===== config.mk =====
export PLATFORM = sky130hd
export DESIGN_NAME = lcb_ctrl
export DESIGN_NICKNAME = d
export VERILOG_FILES = /design/src/rtl/lcb_pkg.sv /design/src/rtl/lcb_ctrl.sv
export SDC_FILE = /design/constraint.sdc
export NUM_CORES = 1
export LEC_CHECK = 0
export ABC_AREA = 0
export BUFFER_PORTS_ARGS = -buffer_cell sky130_fd_sc_hd__buf_4
export CAP_MARGIN = 5
export CORE_ASPECT_RATIO = 1.1
export CORE_MARGIN = 5
export CORE_UTILIZATION = 57
export DETAILED_ROUTE_END_ITERATION = 8
export PLACE_DENSITY = 0.91
export SLEW_MARGIN = 20
export SYNTH_ARGS = -nofsm -noshare
export SYNTH_HDL_FRONTEND = slang
export SYNTH_SLANG_ARGS = --single-unit
export TNS_END_PERCENT = 100

===== constraint.sdc =====
create_clock -name clk -period 13.8 [get_ports clk]
set_input_delay 2.76 -clock clk [delete_from_list [all_inputs] [get_ports clk]]
set_output_delay 2.76 -clock clk [all_outputs]
set_load 0.01 [all_outputs]

===== src/rtl/lcb_pkg.sv =====
// Shared types and constants for the LRU cache byte budget unit.
// No dependencies; every other file imports this package.
`timescale 1ns / 1ps
`default_nettype none

package lcb_pkg;

	localparam int MAX_PAGES_DEF = 1024;

	localparam int PAGE_W  = 10;
	localparam int BYTES_W = 24;
	localparam int TOTAL_W = 40;
	localparam int PCNT_W  = 11;
	localparam int EVC_W   = 10;
	localparam int CNT_W   = 32;

	typedef enum logic {
		MODE_ACCESS = 1'b0,
		MODE_CLEAR  = 1'b1
	} mode_t;

	typedef enum logic [1:0] {
		STAT_HIT     = 2'd0,
		STAT_MISS    = 2'd1,
		STAT_RANGE   = 2'd2,
		STAT_CLEARED = 2'd3
	} status_t;

	typedef enum logic {
		CFG_PAGE_COUNT  = 1'b0,
		CFG_BYTE_BUDGET = 1'b1
	} cfg_reg_t;

	typedef enum logic [3:0] {
		ST_SWEEP,
		ST_IDLE,
		ST_LOOK,
		ST_HIT_O,
		ST_HIT_H,
		ST_HIT_P,
		ST_MISS_H,
		ST_EV_CHK,
		ST_EV_RD,
		ST_DONE
	} state_t;

	// per-field write enables of the entry memory
	typedef struct packed {
		logic res;
		logic size;
		logic newer;
		logic older;
	} wmask_t;

	typedef struct packed {
		mode_t               mode;
		logic [PAGE_W-1:0]   page;
		logic [BYTES_W-1:0]  entry_bytes;
	} in_t;

	typedef struct packed {
		status_t             status;
		logic [EVC_W-1:0]    evicted_count;
		logic [TOTAL_W-1:0]  total_bytes;
		logic [PCNT_W-1:0]   cached_pages;
		logic [CNT_W-1:0]    hit_count;
		logic [CNT_W-1:0]    miss_count;
		logic [CNT_W-1:0]    eviction_count;
	} out_t;

endpackage

`default_nettype wire


===== src/rtl/lcb_ctrl.sv =====
// Sequencer: lookup, list relinking, insertion, eviction walk, clear sweep
// and result register. Depends on lcb_pkg; drives lcb_entry_ram.
`timescale 1ns / 1ps
`default_nettype none

module lcb_ctrl
	import lcb_pkg::*;
#(
	parameter int MAX_PAGES = MAX_PAGES_DEF,
	localparam int PW = $clog2(MAX_PAGES),
	localparam int CW = $clog2(MAX_PAGES + 1)
) (
	input  wire logic               clk,
	input  wire logic               arst_n,
	input  wire logic [PCNT_W-1:0]  page_count,
	input  wire logic [TOTAL_W-1:0] byte_budget,
	input  wire logic               in_valid,
	output logic                    in_stall,
	input  wire in_t                in_data,
	output logic                    out_valid,
	input  wire logic               out_stall,
	output out_t                    out_data,
	output wmask_t                  wmask,
	output logic [PW-1:0]           waddr,
	output logic                    wres,
	output logic [BYTES_W-1:0]      wsize,
	output logic [PW-1:0]           wnewer,
	output logic [PW-1:0]           wolder,
	output logic                    rd_en,
	output logic [PW-1:0]           raddr,
	input  wire logic               rd_res,
	input  wire logic [BYTES_W-1:0] rd_size,
	input  wire logic [PW-1:0]      rd_newer,
	input  wire logic [PW-1:0]      rd_older
);

	state_t              state_q, state_d;
	logic [PW-1:0]       sweep_q;
	logic                clr_q;
	logic [PW-1:0]       page_q, head_q, tail_q, oldhead_q, nlink_q, olink_q;
	logic [BYTES_W-1:0]  bytes_q;
	logic [CW-1:0]       total_q, evicted_q;
	logic [TOTAL_W-1:0]  btot_q;
	logic [CNT_W-1:0]    hits_q, miss_q, evc_q;
	status_t             status_q;
	logic                out_valid_q;
	out_t                out_q;
	logic                in_range;
	logic                evict_go;
	logic                out_free;

	assign in_stall  = (state_q != ST_IDLE);
	assign out_valid = out_valid_q;
	assign out_data  = out_q;
	assign out_free  = !out_valid_q || !out_stall;

	assign in_range = ({{(CNT_W-PAGE_W){1'b0}}, in_data.page} <
			{{(CNT_W-PCNT_W){1'b0}}, page_count}) &&
		(int'(in_data.page) < MAX_PAGES);
	assign evict_go = (byte_budget != '0) && (btot_q > byte_budget) &&
		(total_q > CW'(1));

	// next state and memory commands
	always_comb begin
		state_d = state_q;
		wmask   = '0;
		waddr   = page_q;
		wres    = 1'b0;
		wsize   = bytes_q;
		wnewer  = page_q;
		wolder  = head_q;
		rd_en   = 1'b0;
		raddr   = PW'(in_data.page);
		unique case (state_q)
			ST_SWEEP: begin
				wmask.res = 1'b1;
				waddr     = sweep_q;
				if (sweep_q == PW'(MAX_PAGES - 1)) state_d = clr_q ? ST_DONE : ST_IDLE;
			end
			ST_IDLE: begin
				if (in_valid) begin
					if (in_data.mode == MODE_CLEAR) state_d = ST_SWEEP;
					else if (!in_range) state_d = ST_DONE;
					else begin
						rd_en   = 1'b1;
						state_d = ST_LOOK;
					end
				end
			end
			ST_LOOK: begin
				if (rd_res) begin
					if (page_q == head_q) state_d = ST_DONE;
					else begin
						// older link of the newer neighbor skips this page
						wmask.older = 1'b1;
						waddr       = rd_newer;
						wolder      = rd_older;
						state_d     = ST_HIT_O;
					end
				end else begin
					wmask  = '{res: 1'b1, size: 1'b1, newer: 1'b1, older: 1'b1};
					wres   = 1'b1;
					state_d = (total_q != '0) ? ST_MISS_H : ST_EV_CHK;
				end
			end
			ST_HIT_O: begin
				if (page_q != tail_q) begin
					wmask.newer = 1'b1;
					waddr       = olink_q;
					wnewer      = nlink_q;
				end
				state_d = ST_HIT_H;
			end
			ST_HIT_H: begin
				wmask.newer = 1'b1;
				waddr       = head_q;
				state_d     = ST_HIT_P;
			end
			ST_HIT_P: begin
				wmask.newer = 1'b1;
				wmask.older = 1'b1;
				state_d     = ST_DONE;
			end
			ST_MISS_H: begin
				wmask.newer = 1'b1;
				waddr       = oldhead_q;
				state_d     = ST_EV_CHK;
			end
			ST_EV_CHK: begin
				if (evict_go) begin
					rd_en   = 1'b1;
					raddr   = tail_q;
					state_d = ST_EV_RD;
				end else state_d = ST_DONE;
			end
			ST_EV_RD: begin
				wmask.res = 1'b1;
				waddr     = tail_q;
				state_d   = ST_EV_CHK;
			end
			ST_DONE: begin
				if (out_free) state_d = ST_IDLE;
			end
			default: state_d = ST_IDLE;
		endcase
	end

	// state register
	always_ff @(posedge clk or negedge arst_n) begin
		if (!arst_n) state_q <= ST_SWEEP;
		else state_q <= state_d;
	end

	// list pointers, totals and counters
	always_ff @(posedge clk or negedge arst_n) begin
		if (!arst_n) begin
			sweep_q   <= '0;
			clr_q     <= 1'b0;
			head_q    <= '0;
			tail_q    <= '0;
			total_q   <= '0;
			btot_q    <= '0;
			hits_q    <= '0;
			miss_q    <= '0;
			evc_q     <= '0;
			evicted_q <= '0;
			status_q  <= STAT_HIT;
		end else begin
			unique case (state_q)
				ST_SWEEP: sweep_q <= sweep_q + PW'(1);
				ST_IDLE: begin
					evicted_q <= '0;
					sweep_q   <= '0;
					if (in_valid) begin
						if (in_data.mode == MODE_CLEAR) begin
							clr_q    <= 1'b1;
							total_q  <= '0;
							btot_q   <= '0;
							status_q <= STAT_CLEARED;
						end else if (!in_range) status_q <= STAT_RANGE;
					end
				end
				ST_LOOK: begin
					if (rd_res) begin
						hits_q   <= hits_q + CNT_W'(1);
						status_q <= STAT_HIT;
					end else begin
						miss_q   <= miss_q + CNT_W'(1);
						status_q <= STAT_MISS;
						head_q   <= page_q;
						if (total_q == '0) tail_q <= page_q;
						total_q  <= total_q + CW'(1);
						btot_q   <= btot_q + TOTAL_W'(bytes_q);
					end
				end
				ST_HIT_O: if (page_q == tail_q) tail_q <= nlink_q;
				ST_HIT_P: head_q <= page_q;
				ST_EV_RD: begin
					tail_q    <= rd_newer;
					btot_q    <= btot_q - TOTAL_W'(rd_size);
					total_q   <= total_q - CW'(1);
					evc_q     <= evc_q + CNT_W'(1);
					evicted_q <= evicted_q + CW'(1);
				end
				ST_DONE: clr_q <= 1'b0;
				default: ;
			endcase
		end
	end

	// item payload and link snapshot
	always_ff @(posedge clk) begin
		if (state_q == ST_IDLE && in_valid) begin
			page_q  <= PW'(in_data.page);
			bytes_q <= in_data.entry_bytes;
		end
		if (state_q == ST_LOOK) begin
			oldhead_q <= head_q;
			nlink_q   <= rd_newer;
			olink_q   <= rd_older;
		end
	end

	// result register
	always_ff @(posedge clk or negedge arst_n) begin
		if (!arst_n) out_valid_q <= 1'b0;
		else if (state_q == ST_DONE && out_free) out_valid_q <= 1'b1;
		else if (!out_stall) out_valid_q <= 1'b0;
	end

	always_ff @(posedge clk) begin
		if (state_q == ST_DONE && out_free) begin
			out_q.status         <= status_q;
			out_q.evicted_count  <= EVC_W'(evicted_q);
			out_q.total_bytes    <= btot_q;
			out_q.cached_pages   <= PCNT_W'(total_q);
			out_q.hit_count      <= hits_q;
			out_q.miss_count     <= miss_q;
			out_q.eviction_count <= evc_q;
		end
	end

endmodule

`default_nettype wire


Word level (Yosys, flattened, before mapping)
Cells that the tools add are included. Widths: inputs -> output; s select.

Register bits: 419. Bits of input ports: 135. Output and inout port bits: 231. Word-level logic and storage cells: 153.

Add/sub/neg operators: 9. Order comparisons: 3. Eq/ne operators: 23. Muxes and demuxes: 63. Bitwise gates (word level): 1. Reduce and logical (&&, ||, !) cells: 29.

Operators by type and width (number): $mux 10 (14); $mux 40 (3); $pmux 40 s3 (1); $add 32x1->32 const B (3); $pmux 10 s6 (1); $add 40x24->40 (1); $gt 40x40->1 (1); $pmux 10 s2 (2); $reduce_bool 40->1 (1); $sub 40x24->40 (1); $pmux 4 s9 (1); $mux 11 (3); $pmux 11 s3 (1); $mux 4 (8); $pmux 10 s3 (1); $add 11x1->11 const B (2); $pmux 11 s2 (1); $eq 10x10->1 (2); $mux 1 (17); $eq 4x3->1 const B (4); $ne 2x2->1 const B (7); $gt 11x1->1 const B (1); $logic_not 11->1 (1); $lt 10x11->1 (1); other kinds (28) (50).

Logic depth before layout (Yosys ltp)
Gate-level depths: netlist of the first run.

Word-level depth: 5. Mapped depth: 23. Depth with buffers taken out: 21.

Worst setup path before layout of the first run
OpenSTA, ideal clock, no wires.

Path type: input port to flip-flop. Start: input port out_stall. End: register out_q (netlist bit out_data[0]), enable pin. Setup time: 730 ps. Arrival time: 10421 ps. Data required time: 13070 ps. Slack: 2650 ps. Cell stages on the path: 1. Buffers on the path: 0. Path through: a21oi_1.

Cells in the longest elaborated chain, start to end: 3.

Ends and longest elaborated chain: from (decl) (line lcb_ctrl.sv:21) `input wire logic out_stall,`; $logic_not 1->1; $logic_or 1x1->1 (line lcb_ctrl.sv:55) `assign out_free = !out_valid_q || !out_stall;`; $logic_and 1x1->1 (line lcb_ctrl.sv:232) `if (state_q == ST_DONE && out_free) begin`; to (decl) (line lcb_ctrl.sv:47) `out_t out_q;`.

No other way between the ends. A chain may end at the register's enable or synchronous reset.

Worst setup path after layout of the first run
Start: input port byte_budget[37]. End: output port raddr[3].

Cells in the longest elaborated chain, start to end: 5. Elaborated cells on any way between the ends: 6. Those cells by class: 1 x order compare; 2 x mux; 3 x reduce/logical.

Ends and longest elaborated chain: from (decl) (line lcb_ctrl.sv:16) `input wire logic [TOTAL_W-1:0] byte_budget,`; $gt 40x40->1 or $reduce_bool 40->1 (tied branches) (line lcb_ctrl.sv:60) `assign evict_go = (byte_budget != '0) && (btot_q > byte_budget) &&`; $logic_and 1x1->1 (*) (2 in a row) (line lcb_ctrl.sv:60); $mux 10 (*) (line lcb_ctrl.sv:130) `if (evict_go) begin`; $mux 10 (*) (line lcb_ctrl.sv:74) `unique case (state_q)`; to (decl) (line lcb_ctrl.sv:30) `output logic [PW-1:0] raddr,`.

Every way passes the cells marked *; elsewhere a longest branch is shown, timed or not.

==> metrics, run 1 <==
status=finished, final reports clean; post-CTS setup buffer count=0; P_int=2.85 mW; switching part of the total=36.4%; post-route insts no fill=2706; # IOs=366; CTS tree=done; gp weighted congestion=0.979; post-route setup TNS=0 ns; number of global-route vias before repair=16600; yosys warns=0; unrepaired setup endpoints after global routing=false; R2R depth=19; Worst-Margin Slew=1.08 ns; top cells by count, synth=223 x edfxtp_1, 212 x nand2_1, 195 x dfrtp_1; Nets=2418; CP startpoint=byte_budget[37]; post_cts resized=0; Clock Skew=0.0192 ns; global route overflow=0; Final ANT Viol Nets=0; CTS buffer count=43; Die Height=209 µm; Main synth FF type=edfxtp_1; CP Cell Sequence=buf_4, inv_1, ha_1, nand4_1, nor4_1, nand3_1, o311ai_0, nand3_1, or4_1, mux2_2, buf_4; #FFs+latches synth=418; r2r startpoint=wsize[4]; Syn Nets=2059; Synth top area share=32.5%; final setup vio count=0; Critical Path Max Stage Delay=0.80 ns; antenna violations before repair=1; Async SR Flop Fraction=46.7%; critical path class=in -> out; Syn Inst Count=1826; Starting Density=57.3%; Data required, critical path=11.04 ns; # diodes=0; Pre-antenna DRT Iters=8; Post-synth EDFFs=223; die width=191 µm; fill count=2389; slowest cell on the critical path=or4_1; first-pass GRT wire length=89.6 mm; CP arrival=6.30 ns; fraction of layout cells with a size suffix above 1=23.2%; final period utilization=65.6%; Seq/Total Area, Yosys=56.3%; post-DP HPWL=40.1 mm; Synth area leaders=edfxtp_1 33%, dfrtp_1 24%, ha_1 5.9%, xnor2_1 4.4%, nand2_1 3.9%; final wirelength=56.7 mm; DP Worst Slack=4.67 ns; Placed Instances=2626; sequential share of power=39.5%; most frequent cell after synthesis=edfxtp_1; crit path to=raddr[3]; I/O Buffers=365; max frequency=110 MHz; Layout area overhead=22.9%; H-Tree Depth=2; syn_area_per_cell=11.3 µm²; leakage power=11.2 nW; hold_buf cts=0; max-slew violations=0; leading area contributor after synthesis=edfxtp_1; Die ar.=40000 µm²; core area=35900 µm²; r2r setup slk=8.18 ns; critical path launch point type=input pin; pin count of the biggest net entering global routing=117; critical-path maximum fanout=11; Max rail drop VDD=0.126 mV; final hold vios=0; deepest clock path buffer count=3; clk slew on worst S/H paths=0.05 ns; DRC=0; total power draw=4.49 mW; worst rel slew slack=28.0%; Hold Path Class=reg -> reg; total number of vias=16400; Crit. End Element=primary output; clock root buffer=clkbuf_16; Comb power frac=34.0%; Global Route Usage Sum=27.9%; Netlist cell types=80; iteration-0 DRC count of the detailed router=1580; FF-to-FF End=btot_q[34]; Final min period=9.06 ns; mapped cell area=20600 µm²; Worst-Skew Late Latency=0.56 ns; Rows=73; Psw=1.63 mW; Final Core Density=70.5%; Num Clock Sinks=418; Clk network pwr share=26.6%; MaxCap Viol Count=0; P per Cell Area=178 nW/µm²; vias per cell=6.04; DR WL/cell=21.0 µm; final worst slack=4.74 ns
==> power by group through the flow <==
stage	Combinational [mW]	Sequential, mW	Clock (mW)
finish	1.52	1.77	1.19
global route	1.69	1.79	1.26
CTS	1.51	1.77	1.21
detailed placement	1.49	1.79	0
global placement	1.43	1.78	0
floorplan	1.01	1.73	0
==> per-stage QoR <==
step,cell area (µm²),hold WS [ns]
finish,25300,0.447
global route,25300,0.465
CTS,25300,0.449
detailed placement,23800,0.436
global placement,23800,0.436
floorplan,20600,0.419
==> routing by layer <==
metal	vias up	wire length, µm	share of wire (%)	GRT usage (%)
met5	-	0	0	0
met4	0	2440	4.3	11.3
met3	197	4960	8.7	5.66
met2	944	27600	49	46.6
met1	7832	21700	38	35.9
li1	7384	-	-	-
==> layout by cell type (no fill, tap or decap), types with 10 or more instances in the layout <==
cell / instances
dfrtp_1: 195
nor4_1: 26
mux2_2: 41
nand3_1: 67
o21ai_0: 147
or3_1: 10
xor2_1: 67
buf_4: 375
o31ai_1: 10
edfxtp_1: 223
o22ai_1: 13
nand2b_1: 12
and3_1: 32
nor3_1: 17
inv_1: 75
a21o_1: 30
nand2_1: 211
a22oi_1: 20
xnor2_1: 103
a31oi_1: 18
nor2_1: 94
a21oi_1: 72
ha_1: 97
nand4_1: 36
clkbuf_16: 43
==> final cells by class <==
cell class                      instances  area (µm²)  area share (%)
Sequential cell                       418       11600            45.8
Multi-Input combinational cell       1268        8490            33.6
Timing Repair Buffer                  378        2870            11.3
Clock buffer                           55        1150            4.55
Tap cell                              487         609            2.41
Clock inverter                         24         315            1.25
Inverter                               76         285            1.13
==> state kept, by name (all words and copies together), names as in the netlist <==
signal / cells
wsize: 24
clr_q: 1
status_q: 2
head_q: 10
evicted_q: 10
miss_q: 32
out_data: 159
total_q: 11
hits_q: 32
olink_q: 10
nlink_q: 10
btot_q: 40
sweep_q: 10
page_q: 10
state_q: 4
oldhead_q: 10
evc_q: 32
out_valid: 1
tail_q: 10
==> cell families (layout without fill, tap and decap cells) <==
group | after synthesis | after routing | share of synthesized area (%)
XOR/XNOR | 170 | 170 | 7.24
AO/OA/AOI/OAI | 391 | 391 | 12.1
flip-flops | 418 | 418 | 56.3
adder cells (fa/ha/maj) | 98 | 98 | 6.00
multiplexers | 48 | 48 | 2.58
AND/OR/NAND/NOR | 561 | 561 | 13.2
buffers and inverters | 140 | 533 | 2.65
==> worst min path at each step <==
stage | startpoint | end | slack, ns | cells past startpoint
after floorplan | status_q[0] | out_data[157] | 0.42 | 0
after global placement | miss_q[30] | out_data[62] | 0.44 | 0
after detailed placement | btot_q[0] | out_data[107] | 0.44 | 0
after CTS | btot_q[0] | out_data[107] | 0.45 | 0
after global routing | btot_q[0] | out_data[107] | 0.47 | 0
final | btot_q[0] | out_data[107] | 0.45 | 0
==> critical path: cells and delay by family <==
family                   cells  cell delay (ns)
multiplexers                 1             0.41
AND/OR/NAND/NOR              5             1.88
AO/OA/AOI/OAI                1             0.66
buffers and inverters        3             0.28
adder cells (fa/ha/maj)      1             0.31
Note: power is estimated with default switching activity, not from simulation.
==> run 2: changes to the inputs <==
--- a/config.mk
+++ b/config.mk
@@ -10,9 +10,9 @@
 export CAP_MARGIN = 5
 export CORE_ASPECT_RATIO = 1.1
 export CORE_MARGIN = 5
-export CORE_UTILIZATION = 57
+export CORE_UTILIZATION = 51
 export DETAILED_ROUTE_END_ITERATION = 8
-export PLACE_DENSITY = 0.91
+export PLACE_DENSITY = 0.87
 export SLEW_MARGIN = 20
 export SYNTH_ARGS = -nofsm -noshare
 export SYNTH_HDL_FRONTEND = slang
==> constraint.sdc (replaced) <==
create_clock -name clk -period 7.83 [get_ports clk]
set_input_delay 1.566 -clock clk [delete_from_list [all_inputs] [get_ports clk]]
set_output_delay 1.566 -clock clk [all_outputs]
set_load 0.01 [all_outputs]
==> metrics, run 2 (synthesis gave the netlist of run 1 again) <==
worst rel slew slack=24.4% (was 28.0%); fraction of layout cells with a size suffix above 1=23.4% (was 23.2%); CP arrival=5.23 ns (was 6.30 ns); global route overflow=0 (unchanged); H-Tree Depth=2 (unchanged); P per Cell Area=315 nW/µm² (was 178 nW/µm²); final hold vios=0 (unchanged); total number of vias=15900 (was 16400); hold_buf cts=0 (unchanged); final wirelength=56.0 mm (was 56.7 mm); Crit. End Element=primary output (unchanged); post_cts resized=0 (unchanged); # diodes=0 (unchanged); Die Height=221 µm (was 209 µm); critical path launch point type=input pin (unchanged); fill count=2990 (was 2389); Worst-Skew Late Latency=0.59 ns (was 0.56 ns); die width=202 µm (was 191 µm); DRC=0 (unchanged); Nets=2421 (was 2418); post-route setup TNS=0 ns (unchanged); CTS tree=done (unchanged); I/O Buffers=365 (unchanged); max reg flops=159 (unchanged); Starting Density=51.3% (was 57.3%); Hold Path Class=reg -> reg (unchanged); Clock Skew=0.0164 ns (was 0.0192 ns); max frequency=147 MHz; Global Route Usage Sum=24.5% (was 27.9%); critical path class=in -> out (unchanged); unrepaired setup endpoints after global routing=false (unchanged); Final ANT Viol Nets=0 (unchanged); Data required, critical path=6.26 ns (was 11.04 ns); Num Clock Sinks=418 (unchanged); post-DP HPWL=40.1 mm (about the same); final setup vio count=0 (unchanged); dpl cell area=23900 µm² (was 23800 µm²); critical-path maximum fanout=11 (unchanged); pin count of the biggest net entering global routing=160 (was 117); Max rail drop VDD=0.220 mV (was 0.126 mV); vias per cell=5.83 (was 6.04); core area=40100 µm² (was 35900 µm²); Final min period=6.80 ns; CTS buffer count=44 (was 43); final period utilization=86.8%; deepest clock path buffer count=3 (unchanged); Worst-Margin Slew=1.13 ns (was 1.08 ns); leakage power=11.2 nW (about the same); clock root buffer=clkbuf_16 (unchanged); Die ar.=44500 µm² (was 40000 µm²); first-pass GRT wire length=87.9 mm (was 89.6 mm); max-slew violations=0 (unchanged); Pre-antenna DRT Iters=6 (was 8); number of global-route vias before repair=16300 (was 16600); Non-Filler Cell Area, Final=25400 µm² (was 25300 µm²); gp weighted congestion=0.904 (was 0.979); most frequent cells in the layout=378 x buf_4, 223 x edfxtp_1, 211 x nand2_1, 195 x dfrtp_1, 147 x o21ai_0 (was 375 x buf_4, 223 x edfxtp_1, 211 x nand2_1, 195 x dfrtp_1, 147 x o21ai_0); iteration-0 DRC count of the detailed router=1199 (was 1580); status=finished, final reports clean (unchanged); clk slew on worst S/H paths=0.06 ns (was 0.05 ns); MaxCap Viol Count=0 (unchanged); DR WL/cell=20.4 µm (was 21.0 µm); post-CTS setup buffer count=0 (unchanged); Rows=77 (was 73); most common cell after layout, fill and taps aside=buf_4 (unchanged); Layout area overhead=23.3% (was 22.9%); # IOs=366 (unchanged); antenna violations before repair=0 (was 1)
-- run 2: report_power, final --
| part | total (mW) | switching (mW) | leakage [nW] | internal (mW) |
|---|---|---|---|---|
| Combinational | 2.69 | 1.59 | 5.69 | 1.10 |
| Sequential | 3.13 | 0.412 | 4.81 | 2.72 |
| Clock | 2.18 | 0.917 | 0.728 | 1.26 |
| Total | 7.99 | 2.92 | 11.2 | 5.08 |
-- run 2: area by class of cell --
class | count | area, µm² | area share (%)
sequential | 418 | 11600 | 45.6
multi-input combinational | 1268 | 8480 | 33.4
timing repair buffer | 380 | 2870 | 11.3
clock buffer | 57 | 1190 | 4.69
tap | 513 | 642 | 2.53
clock inverter | 25 | 327 | 1.29
inverter | 76 | 285 | 1.12
-- run 2: final timing paths --
kind	start	end	slack, ns	cells past startpoint
worst min register to register	btot_q[0]	out_data[107]	0.45	0
worst max register to register	state_q[0]	btot_q[34]	2.36	14
min in group asynchronous	arst_n	btot_q[10]	0.98	1
worst min-delay path	btot_q[0]	out_data[107]	0.45	0
worst max-delay path	byte_budget[37]	raddr[7]	1.03	11
max in group asynchronous	arst_n	hits_q[16]	5.47	2
-- run 2: worst max-delay path, cell delays in order --
cell and delay [ns]:
buf_4 0.09, inv_1 0.03, ha_1 0.30, nand4_1 0.15, nor4_1 0.51, nand3_1 0.16, o311ai_0 0.80, nand3_1 0.28
or4_1 0.80, mux2_2 0.40, buf_4 0.15
-- run 2: metrics by stage --
stage	instances	power (mW)	hold slack, ns	worst slack, ns	util (%)
floorplan	1826	4.81	0.419	1.48	-
global placement	2655	5.71	0.433	1.13	59.5
detailed placement	2655	5.81	0.436	1.05	59.5
CTS	2737	8.01	0.443	1.04	63.3
global route	2737	8.44	0.460	1.00	63.3
finish	2737	7.99	0.445	1.03	63.3
-- run 2: routing by layer --
| metal | vias to the layer above | wire (µm) | track usage, % |
|---|---|---|---|
| met2 | 651 | 27300 | 41.6 |
| met1 | 7767 | 22700 | 31.7 |
| met3 | 133 | 3840 | 4.63 |
| met4 | 0 | 2130 | 9.25 |
| li1 | 7393 | - | - |
| met5 | - | 0 | 0 |
